[config.mk]
export PLATFORM = sky130hd
export DESIGN_NAME = touch_gesture_classifier_flat
export DESIGN_NICKNAME = d
export VERILOG_FILES = /design/src/rtl/core/tgc_pkg.sv /design/src/rtl/core/tgc_if.sv /design/src/rtl/core/tgc_isqrt.sv /design/src/rtl/core/touch_gesture_classifier.sv /design/src/flat_wrapper.sv
export SDC_FILE = /design/constraint.sdc
export NUM_CORES = 1
export LEC_CHECK = 0
export ABC_CLOCK_PERIOD_IN_PS = 15350
export BUFFER_PORTS_ARGS = -buffer_cell sky130_fd_sc_hd__buf_2
export CAP_MARGIN = 20
export CORE_ASPECT_RATIO = 1.5
export CORE_MARGIN = 4
export CORE_UTILIZATION = 65
export CTS_CLUSTER_SIZE = 24
export DETAILED_ROUTE_END_ITERATION = 10
export PLACE_DENSITY = 0.87
export SETUP_SLACK_MARGIN = 0.05
export SLEW_MARGIN = 20
export SYNTH_ARGS = -nofsm -noshare
export SYNTH_HDL_FRONTEND = slang
export SYNTH_SLANG_ARGS = --single-unit
[constraint.sdc]
create_clock -name clock -period 15.35 [get_ports clock]
set_input_delay 3.8375 -clock clock [delete_from_list [all_inputs] [get_ports clock]]
set_output_delay 3.8375 -clock clock [all_outputs]
set_load 0.02 [all_outputs]
[src/rtl/core/tgc_pkg.sv]
package tgc_pkg;

   localparam int VAL_BITS      = 13;
   localparam int GESTURE_BITS  = 2;
   localparam int COUNT_BITS    = 4;
   localparam int TIME_BITS     = 32;
   localparam int CSR_DATA_BITS = 16;
   localparam int CSR_IDX_BITS  = 1;

   localparam logic [CSR_DATA_BITS-1:0] HOLD_MS_RESET = 16'd250;
   localparam logic [CSR_DATA_BITS-1:0] TAP_MS_RESET  = 16'd500;

   localparam logic [CSR_IDX_BITS-1:0] CSR_HOLD_MS = 1'd0;
   localparam logic [CSR_IDX_BITS-1:0] CSR_TAP_MS  = 1'd1;

   typedef enum logic [GESTURE_BITS-1:0] {
      GEST_NONE  = 2'd0,
      GEST_PRESS = 2'd1,
      GEST_DRAG  = 2'd2,
      GEST_PINCH = 2'd3
   } gesture_type;

   typedef enum logic [1:0] {
      ST_IDLE,
      ST_SQRT,
      ST_OUT
   } state_type;

endpackage

[src/rtl/core/tgc_if.sv]
interface tgc_req_if #(
   parameter int COORD_BITS = 12
);
   logic                                 valid;
   logic                                 ready;
   logic [tgc_pkg::COUNT_BITS-1:0]       touch_count;
   logic [COORD_BITS-1:0]                x0;
   logic [COORD_BITS-1:0]                y0;
   logic [COORD_BITS-1:0]                x1;
   logic [COORD_BITS-1:0]                y1;
   logic [tgc_pkg::TIME_BITS-1:0]        now_ms;

   modport source (output valid, touch_count, x0, y0, x1, y1, now_ms, input ready);
   modport sink (input valid, touch_count, x0, y0, x1, y1, now_ms, output ready);
endinterface

interface tgc_rsp_if;
   logic                                 valid;
   logic                                 ready;
   logic [tgc_pkg::GESTURE_BITS-1:0]     gesture;
   logic signed [tgc_pkg::VAL_BITS-1:0]  value_one;
   logic signed [tgc_pkg::VAL_BITS-1:0]  value_two;

   modport source (output valid, gesture, value_one, value_two, input ready);
   modport sink (input valid, gesture, value_one, value_two, output ready);
endinterface

[src/rtl/core/tgc_isqrt.sv]
module tgc_isqrt #(
   parameter int OP_BITS = 13
) (
   input  logic                       clock,
   input  logic                       reset,
   input  logic                       start,
   input  logic [OP_BITS-1:0]         operand,
   output logic                       done,
   output logic [(OP_BITS+1)/2-1:0]   root
);
   localparam int STEPS    = (OP_BITS + 1) / 2;
   localparam int PAD      = 2 * STEPS;
   localparam int REM_BITS = STEPS + 3;
   localparam int CNT_BITS = $clog2(STEPS + 1);

   logic                busy_ff, busy_in;
   logic                done_ff, done_in;
   logic [CNT_BITS-1:0] cnt_ff, cnt_in;
   logic [PAD-1:0]      op_ff, op_in;
   logic [REM_BITS-1:0] rem_ff, rem_in;
   logic [STEPS-1:0]    root_ff, root_in;

   logic [REM_BITS-1:0] rem_shift;
   logic [REM_BITS-1:0] trial;
   logic                fits;

   // one result bit per step: bring down two operand bits, try root*4+1
   always_comb begin
      rem_shift = {rem_ff[REM_BITS-3:0], op_ff[PAD-1 -: 2]};
      trial     = {1'b0, root_ff, 2'b01};
      fits      = rem_shift >= trial;

      busy_in = busy_ff;
      done_in = 1'b0;
      cnt_in  = cnt_ff;
      op_in   = op_ff;
      rem_in  = rem_ff;
      root_in = root_ff;
      if (start) begin
         busy_in = 1'b1;
         cnt_in  = CNT_BITS'(STEPS);
         op_in   = PAD'(operand);
         rem_in  = '0;
         root_in = '0;
      end else if (busy_ff) begin
         op_in   = {op_ff[PAD-3:0], 2'b00};
         rem_in  = fits ? rem_shift - trial : rem_shift;
         root_in = {root_ff[STEPS-2:0], fits};
         cnt_in  = cnt_ff - 1'b1;
         if (cnt_ff == CNT_BITS'(1)) begin
            busy_in = 1'b0;
            done_in = 1'b1;
         end
      end
   end

   always_ff @(posedge clock) begin
      if (reset) begin
         busy_ff <= 1'b0;
         done_ff <= 1'b0;
         cnt_ff  <= '0;
      end else begin
         busy_ff <= busy_in;
         done_ff <= done_in;
         cnt_ff  <= cnt_in;
      end
      op_ff   <= op_in;
      rem_ff  <= rem_in;
      root_ff <= root_in;
   end

   assign done = done_ff;
   assign root = root_ff;

endmodule

[src/rtl/core/touch_gesture_classifier.sv]
// touch gesture classifier
// req_ch carries one touch-panel frame per transfer (touch count, two points,
// millisecond timestamp); rsp_ch returns exactly one result per frame:
// gesture code and two signed 13-bit values.
// csr_wr_en/csr_index/csr_wdata write hold_ms (index 0) and tap_ms (index 1)
// at any clock edge; write them only while no frame is in flight.
// one frame at a time: req_ch.ready is high only while the block is empty.
// a press, drag or idle frame gives its result in the cycle after the transfer;
// a pinch frame runs the bit-serial square root, one root bit per cycle,
// and its result is registered when the root is done.
// the result sits in an output register until rsp_ch.ready; while the
// receiver stalls, no new frame is taken.
// reset (synchronous, active high) restores hold_ms 250, tap_ms 500 and an
// idle gesture state with no touch held.
module touch_gesture_classifier #(
   parameter int COORD_BITS = 12
) (
   input  logic                                clock,
   input  logic                                reset,
   tgc_req_if.sink                             req_ch,
   tgc_rsp_if.source                           rsp_ch,
   input  logic                                csr_wr_en,
   input  logic [tgc_pkg::CSR_IDX_BITS-1:0]    csr_index,
   input  logic [tgc_pkg::CSR_DATA_BITS-1:0]   csr_wdata
);
   import tgc_pkg::*;

   localparam int SUM_BITS  = COORD_BITS + 1;
   localparam int ROOT_BITS = (SUM_BITS + 1) / 2;

   state_type                    state_ff, state_in;
   logic [CSR_DATA_BITS-1:0]     hold_ms_ff, hold_ms_in;
   logic [CSR_DATA_BITS-1:0]     tap_ms_ff, tap_ms_in;
   logic                         active_ff, active_in;
   logic [TIME_BITS-1:0]         press_start_ff, press_start_in;
   logic                         first_drag_ff, first_drag_in;
   logic                         first_pinch_ff, first_pinch_in;
   logic [COORD_BITS-1:0]        last_x_ff, last_x_in;
   logic [COORD_BITS-1:0]        last_y_ff, last_y_in;
   logic [ROOT_BITS-1:0]         last_mag_ff, last_mag_in;
   gesture_type                  gesture_ff, gesture_in;
   logic [VAL_BITS-1:0]          value_one_ff, value_one_in;
   logic [VAL_BITS-1:0]          value_two_ff, value_two_in;

   logic [TIME_BITS-1:0]         elapsed;
   logic [COORD_BITS-1:0]        dx_abs, dy_abs;
   logic [SUM_BITS-1:0]          l1_sum;
   logic                         sqrt_start;
   logic                         sqrt_done;
   logic [ROOT_BITS-1:0]         sqrt_root;

   tgc_isqrt #(
      .OP_BITS (SUM_BITS)
   ) u_isqrt (
      .clock   (clock),
      .reset   (reset),
      .start   (sqrt_start),
      .operand (l1_sum),
      .done    (sqrt_done),
      .root    (sqrt_root)
   );

   always_comb begin
      dx_abs = (req_ch.x0 >= req_ch.x1) ? req_ch.x0 - req_ch.x1 : req_ch.x1 - req_ch.x0;
      dy_abs = (req_ch.y0 >= req_ch.y1) ? req_ch.y0 - req_ch.y1 : req_ch.y1 - req_ch.y0;
      l1_sum = SUM_BITS'(dx_abs) + SUM_BITS'(dy_abs);
      // a new hold starts at this frame, so its elapsed time is zero
      elapsed = active_ff ? req_ch.now_ms - press_start_ff : '0;
   end

   always_comb begin
      hold_ms_in = hold_ms_ff;
      tap_ms_in  = tap_ms_ff;
      if (csr_wr_en) begin
         case (csr_index)
            CSR_HOLD_MS: hold_ms_in = csr_wdata;
            CSR_TAP_MS:  tap_ms_in  = csr_wdata;
            default: ;
         endcase
      end
   end

   always_comb begin
      state_in       = state_ff;
      active_in      = active_ff;
      press_start_in = press_start_ff;
      first_drag_in  = first_drag_ff;
      first_pinch_in = first_pinch_ff;
      last_x_in      = last_x_ff;
      last_y_in      = last_y_ff;
      last_mag_in    = last_mag_ff;
      gesture_in     = gesture_ff;
      value_one_in   = value_one_ff;
      value_two_in   = value_two_ff;
      sqrt_start     = 1'b0;
      req_ch.ready   = (state_ff == ST_IDLE);
      rsp_ch.valid   = (state_ff == ST_OUT);

      case (state_ff)
         ST_IDLE: begin
            if (req_ch.valid) begin
               gesture_in   = GEST_NONE;
               value_one_in = '0;
               value_two_in = '0;
               state_in     = ST_OUT;
               if (req_ch.touch_count != '0) begin
                  active_in = 1'b1;
                  if (!active_ff) begin
                     press_start_in = req_ch.now_ms;
                  end
                  last_x_in = req_ch.x0;
                  last_y_in = req_ch.y0;
                  if (elapsed >= TIME_BITS'(hold_ms_ff)) begin
                     if (req_ch.touch_count > COUNT_BITS'(1)) begin
                        gesture_in = GEST_PINCH;
                        sqrt_start = 1'b1;
                        state_in   = ST_SQRT;
                     end else begin
                        gesture_in = GEST_DRAG;
                        if (first_drag_ff) begin
                           first_drag_in  = 1'b0;
                           first_pinch_in = 1'b1;
                        end else begin
                           value_one_in = VAL_BITS'(req_ch.x0) - VAL_BITS'(last_x_ff);
                           value_two_in = VAL_BITS'(req_ch.y0) - VAL_BITS'(last_y_ff);
                        end
                     end
                  end
               end else if (active_ff) begin
                  if (elapsed < TIME_BITS'(tap_ms_ff)) begin
                     gesture_in   = GEST_PRESS;
                     value_one_in = VAL_BITS'(last_x_ff);
                     value_two_in = VAL_BITS'(last_y_ff);
                  end
                  // release ends the hold whether or not it was a press
                  active_in      = 1'b0;
                  press_start_in = '0;
                  first_drag_in  = 1'b1;
                  first_pinch_in = 1'b1;
                  last_x_in      = '0;
                  last_y_in      = '0;
                  last_mag_in    = '0;
               end
            end
         end
         ST_SQRT: begin
            if (sqrt_done) begin
               last_mag_in = sqrt_root;
               if (first_pinch_ff) begin
                  first_pinch_in = 1'b0;
                  first_drag_in  = 1'b1;
               end else begin
                  value_one_in = VAL_BITS'(sqrt_root) - VAL_BITS'(last_mag_ff);
               end
               state_in = ST_OUT;
            end
         end
         ST_OUT: begin
            if (rsp_ch.ready) begin
               state_in = ST_IDLE;
            end
         end
         default: state_in = ST_IDLE;
      endcase
   end

   always_ff @(posedge clock) begin
      if (reset) begin
         state_ff       <= ST_IDLE;
         hold_ms_ff     <= HOLD_MS_RESET;
         tap_ms_ff      <= TAP_MS_RESET;
         active_ff      <= 1'b0;
         press_start_ff <= '0;
         first_drag_ff  <= 1'b1;
         first_pinch_ff <= 1'b1;
         last_x_ff      <= '0;
         last_y_ff      <= '0;
         last_mag_ff    <= '0;
      end else begin
         state_ff       <= state_in;
         hold_ms_ff     <= hold_ms_in;
         tap_ms_ff      <= tap_ms_in;
         active_ff      <= active_in;
         press_start_ff <= press_start_in;
         first_drag_ff  <= first_drag_in;
         first_pinch_ff <= first_pinch_in;
         last_x_ff      <= last_x_in;
         last_y_ff      <= last_y_in;
         last_mag_ff    <= last_mag_in;
      end
      gesture_ff   <= gesture_in;
      value_one_ff <= value_one_in;
      value_two_ff <= value_two_in;
   end

   assign rsp_ch.gesture   = gesture_ff;
   assign rsp_ch.value_one = value_one_ff;
   assign rsp_ch.value_two = value_two_ff;

endmodule

[src/flat_wrapper.sv]
// flat-port wrapper written by rule: the top's interface ports become plain ports
module touch_gesture_classifier_flat import tgc_pkg::*;
#(
   parameter int COORD_BITS = 12
)
  (clock, reset, csr_wr_en, csr_index, csr_wdata, req_ch_valid, req_ch_touch_count, req_ch_x0, req_ch_y0, req_ch_x1, req_ch_y1, req_ch_now_ms, req_ch_ready, rsp_ch_valid, rsp_ch_gesture, rsp_ch_value_one, rsp_ch_value_two, rsp_ch_ready);
  tgc_req_if #(.COORD_BITS(COORD_BITS)) req_ch_i ();
  tgc_rsp_if rsp_ch_i ();
  input  logic clock;
  input  logic reset;
  input  logic csr_wr_en;
  input  logic [tgc_pkg::CSR_IDX_BITS-1:0] csr_index;
  input  logic [tgc_pkg::CSR_DATA_BITS-1:0] csr_wdata;
  input wire logic [$bits(req_ch_i.valid)-1:0] req_ch_valid;
  input wire logic [$bits(req_ch_i.touch_count)-1:0] req_ch_touch_count;
  input wire logic [$bits(req_ch_i.x0)-1:0] req_ch_x0;
  input wire logic [$bits(req_ch_i.y0)-1:0] req_ch_y0;
  input wire logic [$bits(req_ch_i.x1)-1:0] req_ch_x1;
  input wire logic [$bits(req_ch_i.y1)-1:0] req_ch_y1;
  input wire logic [$bits(req_ch_i.now_ms)-1:0] req_ch_now_ms;
  output wire logic [$bits(req_ch_i.ready)-1:0] req_ch_ready;
  output wire logic [$bits(rsp_ch_i.valid)-1:0] rsp_ch_valid;
  output wire logic [$bits(rsp_ch_i.gesture)-1:0] rsp_ch_gesture;
  output wire logic [$bits(rsp_ch_i.value_one)-1:0] rsp_ch_value_one;
  output wire logic [$bits(rsp_ch_i.value_two)-1:0] rsp_ch_value_two;
  input wire logic [$bits(rsp_ch_i.ready)-1:0] rsp_ch_ready;
  assign req_ch_i.valid = req_ch_valid;
  assign req_ch_i.touch_count = req_ch_touch_count;
  assign req_ch_i.x0 = req_ch_x0;
  assign req_ch_i.y0 = req_ch_y0;
  assign req_ch_i.x1 = req_ch_x1;
  assign req_ch_i.y1 = req_ch_y1;
  assign req_ch_i.now_ms = req_ch_now_ms;
  assign req_ch_ready = req_ch_i.ready;
  assign rsp_ch_valid = rsp_ch_i.valid;
  assign rsp_ch_gesture = rsp_ch_i.gesture;
  assign rsp_ch_value_one = rsp_ch_i.value_one;
  assign rsp_ch_value_two = rsp_ch_i.value_two;
  assign rsp_ch_i.ready = rsp_ch_ready;
  touch_gesture_classifier #(.COORD_BITS(COORD_BITS)) u_core (.clock(clock), .reset(reset), .req_ch(req_ch_i), .rsp_ch(rsp_ch_i), .csr_wr_en(csr_wr_en), .csr_index(csr_index), .csr_wdata(csr_wdata));
endmodule
### Yosys cells after proc, flatten, opt, wreduce, memory -nomap -nowiden

Index checks and enable logic that the tools add are counted.

| storage, ports and cells | value |
|---|---|
| bits of input ports | 106 |
| output and inout port bits | 30 |
| register bits after elaboration | 162 |
| logic and storage cells | 142 |

| cells by class | value |
|---|---|
| muxes and demuxes | 72 |
| add/subtract/negate cells | 11 |
| equality and inequality tests | 15 |
| reductions and logical operators | 16 |
| bitwise logic cells | 2 |
| order comparisons | 6 |

Operators by type and width:

| kind | count |
|---|---|
| $mux W13 | 15 |
| $mux W32 | 4 |
| $mux W12 | 7 |
| $sub A12 B12 Y12 | 4 |
| $ge A32 B16 Y1 | 1 |
| $lt A32 B16 Y1 | 1 |
| $sub A32 B32 Y32 | 1 |
| $mux W7 | 4 |
| $pmux W13 S2 | 1 |
| $sub A12 B12 Y13 | 2 |
| $mux W1 | 25 |
| $ge A12 B12 Y1 | 2 |
| $mux W2 | 9 |
| $pmux W7 S2 | 1 |
| $reduce_and A7 Y1 | 2 |
| $add A12 B12 Y13 | 1 |
| $ge A10 B9 Y1 | 1 |
| $ne A2 B2 Y1 const B | 5 |
| $mux W8 | 1 |
| $reduce_and A4 Y1 | 2 |
| $sub A7 B7 Y8 | 1 |
| $sub A8 B8 Y8 | 1 |
| $mux W3 | 2 |
| $ne A2 B1 Y1 const B | 3 |
| other kinds (18) | 26 |

### Depth between registers and ports, before layout

Gate-level depths: netlist of the first run.

| logic depth | value |
|---|---|
| depth in word-level cells | 8 |
| mapped depth | 26 |
| mapped depth without buffers | 25 |

### Modules after synthesis

Synthesis of the first run repeated with hierarchy kept, for this count alone.

| second synthesis, totals | value |
|---|---|
| cells, all modules | 1602 |
| area, all modules | 13061.3 um^2 |

By module, submodules not included:

| module | seq. area each (um^2) | area an instance (um^2) | cells an instance | times used |
|---|---|---|---|---|
| touch_gesture_classifier | 2842.7 | 11332.1 | 1438 | 1 |
| tgc_isqrt | 810.8 | 1729.2 | 164 | 1 |

### Worst setup path before layout of the first run

No wires, ideal clock.

| path | value |
|---|---|
| kind | input -> register |
| start point | input req_ch_y0[0] |
| end point | register u_core.u_isqrt.op_ff[12], data pin |
| data arrival time | 8.314 ns |
| slack | 6.776 ns |
| stages | 25 |
| buffers on the path | 1 |
| data required time | 15.090 ns |
| setup time | 0.260 ns |
| path through | inv_1 > ha_1 > inv_1 > fa_1 > a21o_1 > nand4_1 > a31oi_1 > o2111ai_1 > nand3_1 > a21oi_1 > clkbuf_1 > mux2i_1 > xnor2_1 > ha_1 > nor2b_1 > o21ai_0 > a21boi_0 > o21ai_0 > a21oi_1 > o21a_1 > o21ai_0 > nand2b_1 > a21oi_1 > o21ai_0 > mux2_2 |

| on the way | value |
|---|---|
| longest elaborated chain between the ends | 4 |
| elaborated cells between the ends (all ways) | 6 |
| classes of those cells | 3 x add/sub; 1 x order compare; 2 x mux |

RTL lines:

| what | line | source |
|---|---|---|
| start: declaration | flat_wrapper.sv:17 | `input wire logic [$bits(req_ch_i.y0)-1:0] req_ch_y0;` |
| $sub A12 B12 Y12 / $ge A12 B12 Y1 (equally long branches) | touch_gesture_classifier.sv:65 | `dy_abs = (req_ch.y0 >= req_ch.y1) ? req_ch.y0 - req_ch.y1 : req_ch.y1 - req_ch.y0;` |
| $mux W12 (*) | touch_gesture_classifier.sv:65 |  |
| $add A12 B12 Y13 (*) | touch_gesture_classifier.sv:66 | `l1_sum = SUM_BITS'(dx_abs) + SUM_BITS'(dy_abs);` |
| $mux W13 (*) | tgc_isqrt.sv:39 | `if (start) begin` |
| named net u_core.u_isqrt.op_in[12] | tgc_isqrt.sv:19 | `logic [PAD-1:0] op_ff, op_in;` |
| end signal: assignment | tgc_isqrt.sv:67 | `op_ff <= op_in;` |
| end: declaration | tgc_isqrt.sv:19 |  |

Mark *: on every way through the listed nets, which the timed path passes. The rest lies on a longest branch.
A chain may end at the register's enable or synchronous reset.

### Worst setup path after layout of the first run

| path | value |
|---|---|
| start point | input req_ch_x0[0] |
| end point | register u_core.u_isqrt.op_ff[12], data pin |

| on the way | value |
|---|---|
| longest elaborated chain between the ends | 4 |
| elaborated cells between the ends (all ways) | 6 |
| classes of those cells | 3 x add/sub; 1 x order compare; 2 x mux |

RTL lines:

| what | line | source |
|---|---|---|
| start: declaration | flat_wrapper.sv:16 | `input wire logic [$bits(req_ch_i.x0)-1:0] req_ch_x0;` |
| $sub A12 B12 Y12 / $ge A12 B12 Y1 (equally long branches) | touch_gesture_classifier.sv:64 | `dx_abs = (req_ch.x0 >= req_ch.x1) ? req_ch.x0 - req_ch.x1 : req_ch.x1 - req_ch.x0;` |
| $mux W12 (*) | touch_gesture_classifier.sv:64 |  |
| $add A12 B12 Y13 (*) | touch_gesture_classifier.sv:66 |  |
| $mux W13 (*) | tgc_isqrt.sv:39 |  |
| named net u_core.u_isqrt.op_in[12] | tgc_isqrt.sv:19 |  |

Marked as above.

==> flow_summary_export.csv, run 1 <==
group,metric,value,unit
grt,grt_pass1_wl,56.2,mm
cts,cts_resized,0,
cells_and_area,multiInputGateArea,8330,um2
cts,cts_hold_buf,0,
timing,post-route-min-period,8.65,ns
power,vdd_drop_max,0.0881,mV
detailed_routing,routed-via-count,12100,
detailed_routing,drt_iter0_markers,641,
power,pwr_density_cell,135,nW/um2
detailed_routing,drc,0,
logic_synthesis,yosysTopAreaCell,"dfxtp_1",
logic_synthesis,avgSynthCellArea,8.04,um2
logic_synthesis,synth_warnings,0,
power,power_frac_clock,0.218,
setup_path,critPathKind,"in -> reg",
detailed_routing,drt-pass1-iter-count,5,
power,p_switching,801,uW
cells_and_area,area_delta_synth_final,11.1,%
timing,setup_violations,0,
timing,holdWs,0.456,ns
die,start_util,0.667,
timing,setup_tns,0,ns
die,die_area,22300,um2
placement,dpl.hpwl,26.5,mm
worst_hold_path,hold_end,"u_core.tap_ms_ff[12]",
timing,hold_viol,0,
setup_path,worst_ep_required_time,15.54,ns
setup_path,cp_max_fo,11,
logic_synthesis,mappedNetlistNets,1885,
grt,antenna_found_initial,4,
cells_and_area,final-seq-area,3650,um2
power,finalPower,1.94,mW
logic_synthesis,synth_area_leaders,"dfxtp_1 19%, ha_1 16%, edfxtp_1 9.5%, inv_1 5.4%, a21oi_1 5.0%",
cells_and_area,utilization,0.741,
setup_path,critPathLaunchType,"input port",
power,p_sw_frac,0.412,
logic_synthesis,async_flop_share,0,
logic_synthesis,ys.flop_type,"dfxtp_1",
die,num_rows,62,
logic_synthesis,yosysSeqAreaShare,0.282,
timing,rsz0062_at_grt,"no",
setup_path,endpoint_kind,"flip-flop",
cts,clockBufferDepth,2,
detailed_routing,routedWlPerCell,17.6,um
power,comb_power_share,0.479,
cells_and_area,drive_gt1_frac,0.120,
cts,htree_num_levels,4,
run,max_cap_violations,0,
grt,grt_pass1_vias,12300,
timing,period_share,0.564,
die,die_h,181,um
cts,cts.sinks,162,
die,ioPinCount,136,
logic_synthesis,synth_top_area_share,0.187,
detailed_routing,routed_wirelength,34.9,mm
power,power.leakage,6.44,nW
grt,grt_max_degree,91,
worst_hold_path,holdPathStages,2,
cts,numCtsBuffers,17,
power,seqPwrFrac,0.304,
logic_synthesis,synth_edf_count,41,
cells_and_area,nNetsFinal,1992,
worst_hold_path,min_path_type,"reg -> reg",
cts,post_cts_buffers,0,
die,die_w,123,um
detailed_routing,antenna_left,0,
setup_path,reg2reg_slack,10.21,ns
power,internal_power,1.14,mW
timing,slew_viol_final,0,
grt,overflow,0,
setup_path,r2r_cells,20,
placement,routabilityCongestion,0.931,
timing,relSlewSlack,0.289,
grt,track_usage,0.312,
cts,cts_tree,"built",
logic_synthesis,ys_seq_elements,162,
timing,finalClockSkew,0.0104,ns
timing,max_freq,116,MHz
outcome,outcome,"finished, final reports clean",
cts,clk_pin_slew,0.07,ns
setup_path,r2r_end,"u_core.rsp_ch.value_one[7]",
detailed_routing,vias_per_cell,6.10,
die,core,19400,um2
logic_synthesis,syn-instance-count,1609,
setup_path,worst_ep_arrival_time,8.85,ns
worst_hold_path,holdCritStartpoint,"u_core.tap_ms_ff[12]",
setup_path,timing.rr.start,"u_core.press_start_ff[1]",
logic_synthesis,synthesis.area,12900,um2
timing,worst_slew_pin_slew,1.07,ns
cts,clock_latency,0.45,ns
cells_and_area,fillers,1535,
placement,port-buffer-count,135,
cts,clockRootBuffer,"clkbuf_16",
logic_synthesis,synth_cell_types,72,
[power groups by stage]
stage          registers [mW]  clock network (mW)  logic (mW)
6_report                0.590               0.424       0.931
5_1_grt                 0.597               0.444        1.03
4_1_cts                 0.589               0.427       0.924
3_5_place_dp            0.597                   0       0.911
3_3_place_gp            0.595                   0       0.881
2_1_floorplan           0.602                   0       0.682
[stage by stage]
stage	std cells	area [um2]	setup slack (ns)
floorplan	1609	12900	6.78
global placement	1952	13800	6.54
detailed placement	1952	13800	6.35
CTS	1984	14300	6.79
global route	1988	14400	6.23
finish	1988	14400	6.70
[state kept, by name, indices dropped and copies added, names as in the netlist, 2 cells and up]
| signal | count |
|---|---|
| u_core.rsp_ch.value_one | 13 |
| u_core.u_isqrt.root | 7 |
| u_core.last_mag_ff | 7 |
| u_core.last_y_ff | 12 |
| u_core.u_isqrt.op_ff | 14 |
| u_core.rsp_ch.value_two | 13 |
| u_core.state_ff | 2 |
| u_core.hold_ms_ff | 16 |
| u_core.u_isqrt.rem_ff | 8 |
| u_core.rsp_ch.gesture | 2 |
| u_core.u_isqrt.cnt_ff | 3 |
| u_core.tap_ms_ff | 16 |
| u_core.last_x_ff | 12 |
| u_core.press_start_ff | 32 |
[worst max-delay path, cell delays in order]
cell      delay [ns]
buf_2           0.11
inv_1           0.08
ha_1            0.18
inv_1           0.07
fa_1            0.38
a21o_1          0.19
a21oi_1         0.17
nor2b_1         0.06
o21ai_0         0.18
a21oi_1         0.14
o21a_1          0.21
o21ai_1         0.32
buf_4           0.28
mux2i_1         0.29
xnor2_1         0.18
ha_1            0.30
nor2b_1         0.15
o21ai_0         0.20
a21boi_0        0.15
o21ai_0         0.22
a21oi_1         0.12
o21a_1          0.19
o21ai_0         0.17
nand2b_1        0.08
a21oi_1         0.22
o21ai_0         0.12
mux2_2          0.26
[area by class of cell]
type | count | share of cell area
sequential | 162 | 0.254
antenna | 3 | 0.000522
tap | 256 | 0.0223
clock buffer | 18 | 0.0306
clock inverter | 14 | 0.00967
inverter | 189 | 0.0494
timing repair buffer | 147 | 0.0538
multi-input combinational | 1199 | 0.580
[synthesized netlist by cell type (41+ instances only)]
cell type / instances
a21oi_1: 130
dfxtp_1: 121
o21ai_0: 84
a22oi_1: 57
ha_1: 161
clkbuf_1: 47
inv_1: 187
a21o_1: 49
xnor2_1: 48
nand2_1: 141
nor2_1: 160
edfxtp_1: 41
[cell families after synthesis]
group,share of synthesized area
fa+ha+maj,0.170
buf+inv,0.0745
flops,0.282
simple gates,0.156
mux,0.0311
xor+xnor,0.0528
compound gates,0.233
[placed cells by master, fill, tap and decap left out, types with 5 or more instances in the layout]
cell / n
inv_1: 187
ha_1: 161
nor2_1: 160
nand2_1: 140
buf_2: 135
a21oi_1: 130
dfxtp_1: 121
o21ai_0: 84
a22oi_1: 57
a21o_1: 49
xnor2_1: 48
edfxtp_1: 41
xor2_1: 30
nand2b_1: 26
nor3_1: 22
nand3_1: 21
mux2i_1: 21
a211oi_1: 20
nor2b_1: 20
a31oi_1: 20
o21a_1: 19
o211ai_1: 17
clkbuf_16: 17
o21bai_1: 12
nand4_1: 11
and2_1: 11
buf_4: 11
o31ai_1: 9
mux2_2: 9
fa_1: 9
or3_1: 8
and3_1: 7
mux2_4: 6
o2111ai_1: 5
o21ai_1: 5
[metal layers]
metal,up-vias,wire [um],share of wire,GRT usage
met5,-,13,0.00037,0
met4,2,1640,0.047,0.174
met3,138,1950,0.056,0.0519
met2,446,18300,0.53,0.572
met1,5715,13000,0.37,0.327
li1,5831,-,-,-
[worst max path at each step]
stage                               endpoint  cells after the start          from  slack, ns
CTS                 u_core.u_isqrt.op_ff[12]                     27  req_ch_x0[0]       6.79
floorplan           u_core.u_isqrt.op_ff[12]                     25  req_ch_y0[0]       6.78
global placement    u_core.u_isqrt.op_ff[12]                     27  req_ch_x0[0]       6.54
finish              u_core.u_isqrt.op_ff[12]                     27  req_ch_x0[0]       6.70
detailed placement  u_core.u_isqrt.op_ff[12]                     27  req_ch_x0[0]       6.35
global route        u_core.u_isqrt.op_ff[12]                     27  req_ch_x0[0]       6.23
No activity file was read; power rests on OpenSTA's default activity.
==> inputs of run 2 (changes only) <==
--- a/config.mk
+++ b/config.mk
@@ -5,15 +5,15 @@
 export SDC_FILE = /design/constraint.sdc
 export NUM_CORES = 1
 export LEC_CHECK = 0
-export ABC_CLOCK_PERIOD_IN_PS = 15350
+export ABC_CLOCK_PERIOD_IN_PS = 7660
 export BUFFER_PORTS_ARGS = -buffer_cell sky130_fd_sc_hd__buf_2
 export CAP_MARGIN = 20
 export CORE_ASPECT_RATIO = 1.5
 export CORE_MARGIN = 4
-export CORE_UTILIZATION = 65
+export CORE_UTILIZATION = 55
 export CTS_CLUSTER_SIZE = 24
 export DETAILED_ROUTE_END_ITERATION = 10
-export PLACE_DENSITY = 0.87
+export PLACE_DENSITY = 0.78
 export SETUP_SLACK_MARGIN = 0.05
 export SLEW_MARGIN = 20
 export SYNTH_ARGS = -nofsm -noshare
==> constraint.sdc (replaced) <==
create_clock -name clock -period 7.66 [get_ports clock]
set_input_delay 1.915 -clock clock [delete_from_list [all_inputs] [get_ports clock]]
set_output_delay 1.915 -clock clock [all_outputs]
set_load 0.02 [all_outputs]
==> run 2 against run 1 <==
Critical path depth unchanged. Sequential power grew 100%. Final cell count increased by 2.9%. First-iteration DRC count is 32% higher. Power increased by 98%. Combinational power up 98%. Non-clock buffer count rose by 1. Highest routed layer is now met4. Critical path type unchanged. Via count is 2.7% lower. Largest cell class unchanged. Clock-buffer cell count up 4. Hold slack got worse by 0.0026 ns.
==> flow_summary_export.csv, run 2 (synthesis gave the netlist of run 1 again) <==
group,metric,value,unit
cells_and_area,largest_reg_flops,32,
setup_path,critPathLaunchType,"input port",
cts,clockRootBuffer,"clkbuf_16",
detailed_routing,drt-pass1-iter-count,5,
die,num_rows,68,
cts,clockBufferDepth,2,
die,die_w,133,um
detailed_routing,drc,0,
cells_and_area,reg.largest.list,"u_core.press_start_ff: 32 flops, u_core.hold_ms_ff: 16 flops, u_core.tap_ms_ff: 16 flops",
cts,post_cts_buffers,0,
cts,htree_num_levels,4,
cells_and_area,antenna_cells,0,
setup_path,cp_common_cell,"o21ai_0",
detailed_routing,routed-via-count,11800,
cts,cts.sinks,162,
placement,routabilityCongestion,0.964,
die,die_area,26100,um2
worst_hold_path,min_path_type,"reg -> reg",
grt,grt_max_degree,65,
timing,setup_violations,0,
detailed_routing,drt_iter0_markers,845,
worst_hold_path,holdPathStages,2,
grt,met3_usage,0.0413,
detailed_routing,routedWlPerCell,16.9,um
setup_path,critPathTopFamily,"compound AO/OA/AOI/OAI gates",
die,start_util,0.561,
setup_path,cp_slowest_cell,"fa_1",
placement,dpl.hpwl,26.9,mm
cells_and_area,area_delta_synth_final,11.6,%
setup_path,cp_max_fo,11,
power,vdd_drop_max,0.190,mV
timing,worst_slew_pin_slew,0.984,ns
timing,finalClockSkew,0.0170,ns
timing,setup_tns,0,ns
cells_and_area,final_common_cell,"inv_1",
setup_path,endpoint_kind,"flip-flop",
grt,track_usage,0.264,
placement,place_area,13800,um2
grt,grt.busiest_layer,"met2",
die,core,23100,um2
detailed_routing,vias_per_cell,5.77,
cts,cts_hold_buf,0,
timing,hold_viol,0,
timing,period_share,0.883,
detailed_routing,antenna_left,0,
die,ioPinCount,136,
timing,relSlewSlack,0.344,
setup_path,critical-path-max-stage-delay,0.39,ns
detailed_routing,routed_wirelength,34.5,mm
timing,slew_viol_final,0,
grt,grt_use_met1,0.288,
grt,antenna_found_initial,0,
setup_path,worst_ep_required_time,7.84,ns
timing,post-route-min-period,6.77,ns
run,max_cap_violations,0,
grt,use_met2,0.501,
cts,clock_latency,0.44,ns
power,pwr_density_cell,266,nW/um2
setup_path,crit_buf_inv,4,
cts,numCtsBuffers,17,
cells_and_area,drive_gt1_frac,0.120,
setup_path,cp_num_cells,27,
cells_and_area,largest_register,"u_core.press_start_ff",
timing,rsz0062_at_grt,"no",
timing,max_freq,148,MHz
grt,grt_pass1_wl,56.7,mm
grt,overflow,0,
cells_and_area,final_area,14400,um2
cts,clk_pin_slew,0.06,ns
setup_path,worst_ep_arrival_time,6.95,ns
setup_path,r2r_cells,21,
cts,cts_tree,"built",
cells_and_area,nNetsFinal,1993,
grt,grt_pass1_vias,11900,
placement,port-buffer-count,135,
cells_and_area,final_cell_mix,"187 x inv_1, 161 x ha_1, 159 x nor2_1, 140 x nand2_1, 135 x buf_2",
die,die_h,196,um
cts,cts_resized,0,
power,power.leakage,6.44,nW
outcome,outcome,"finished, final reports clean",
setup_path,critPathKind,"in -> reg",
-- run 2: per-layer routing --
metal  vias up  wire, um
met5         -         0
met4         0      1310
met3        86      1630
met2       366     18200
met1      5524     13400
li1       5825         -
-- run 2: final cells by class --
cell class / count / area (um2)
inverter: 189 / 709
tap: 315 / 394
timing repair buffer: 148 / 781
multi-input combinational: 1199 / 8340
fill: 2030 / 8620
sequential: 162 / 3650
clock buffer: 22 / 497
clock inverter: 10 / 68.8
-- run 2: tightest hold or removal path, stage by stage (launching register included) --
cell and delay, ns:
dfxtp_1 0.31, nand2_1 0.05, a21oi_1 0.05
-- run 2: path summary, 6_finish.rpt --
check | start | slack (ns) | endpoint
setup / recovery | req_ch_x0[0] | 0.89 | u_core.u_isqrt.op_ff[12]
hold reg to reg | u_core.last_mag_ff[3] | 0.45 | u_core.last_mag_ff[3]
setup reg to reg | u_core.press_start_ff[3] | 2.57 | u_core.u_isqrt.op_ff[12]
hold / removal | u_core.last_mag_ff[3] | 0.45 | u_core.last_mag_ff[3]
-- run 2: power breakdown --
| group | switching [mW] | internal (mW) |
|---|---|---|
| combinational | 1.07 | 0.776 |
| sequential | 0.100 | 1.08 |
| clock | 0.363 | 0.464 |
| total | 1.53 | 2.32 |
-- run 2: per-stage QoR --
stage | utilization | instances | worst slack, ns | total power, mW | hold slack (ns)
global placement | 0.601 | 2012 | 0.666 | 2.96 | 0.439
CTS | 0.625 | 2044 | 0.980 | 3.84 | 0.456
finish | 0.626 | 2045 | 0.893 | 3.85 | 0.453
global route | 0.626 | 2045 | 0.491 | 4.12 | 0.472
floorplan | - | 1609 | 1.01 | 2.57 | 0.432
detailed placement | 0.601 | 2012 | 0.530 | 3.01 | 0.447
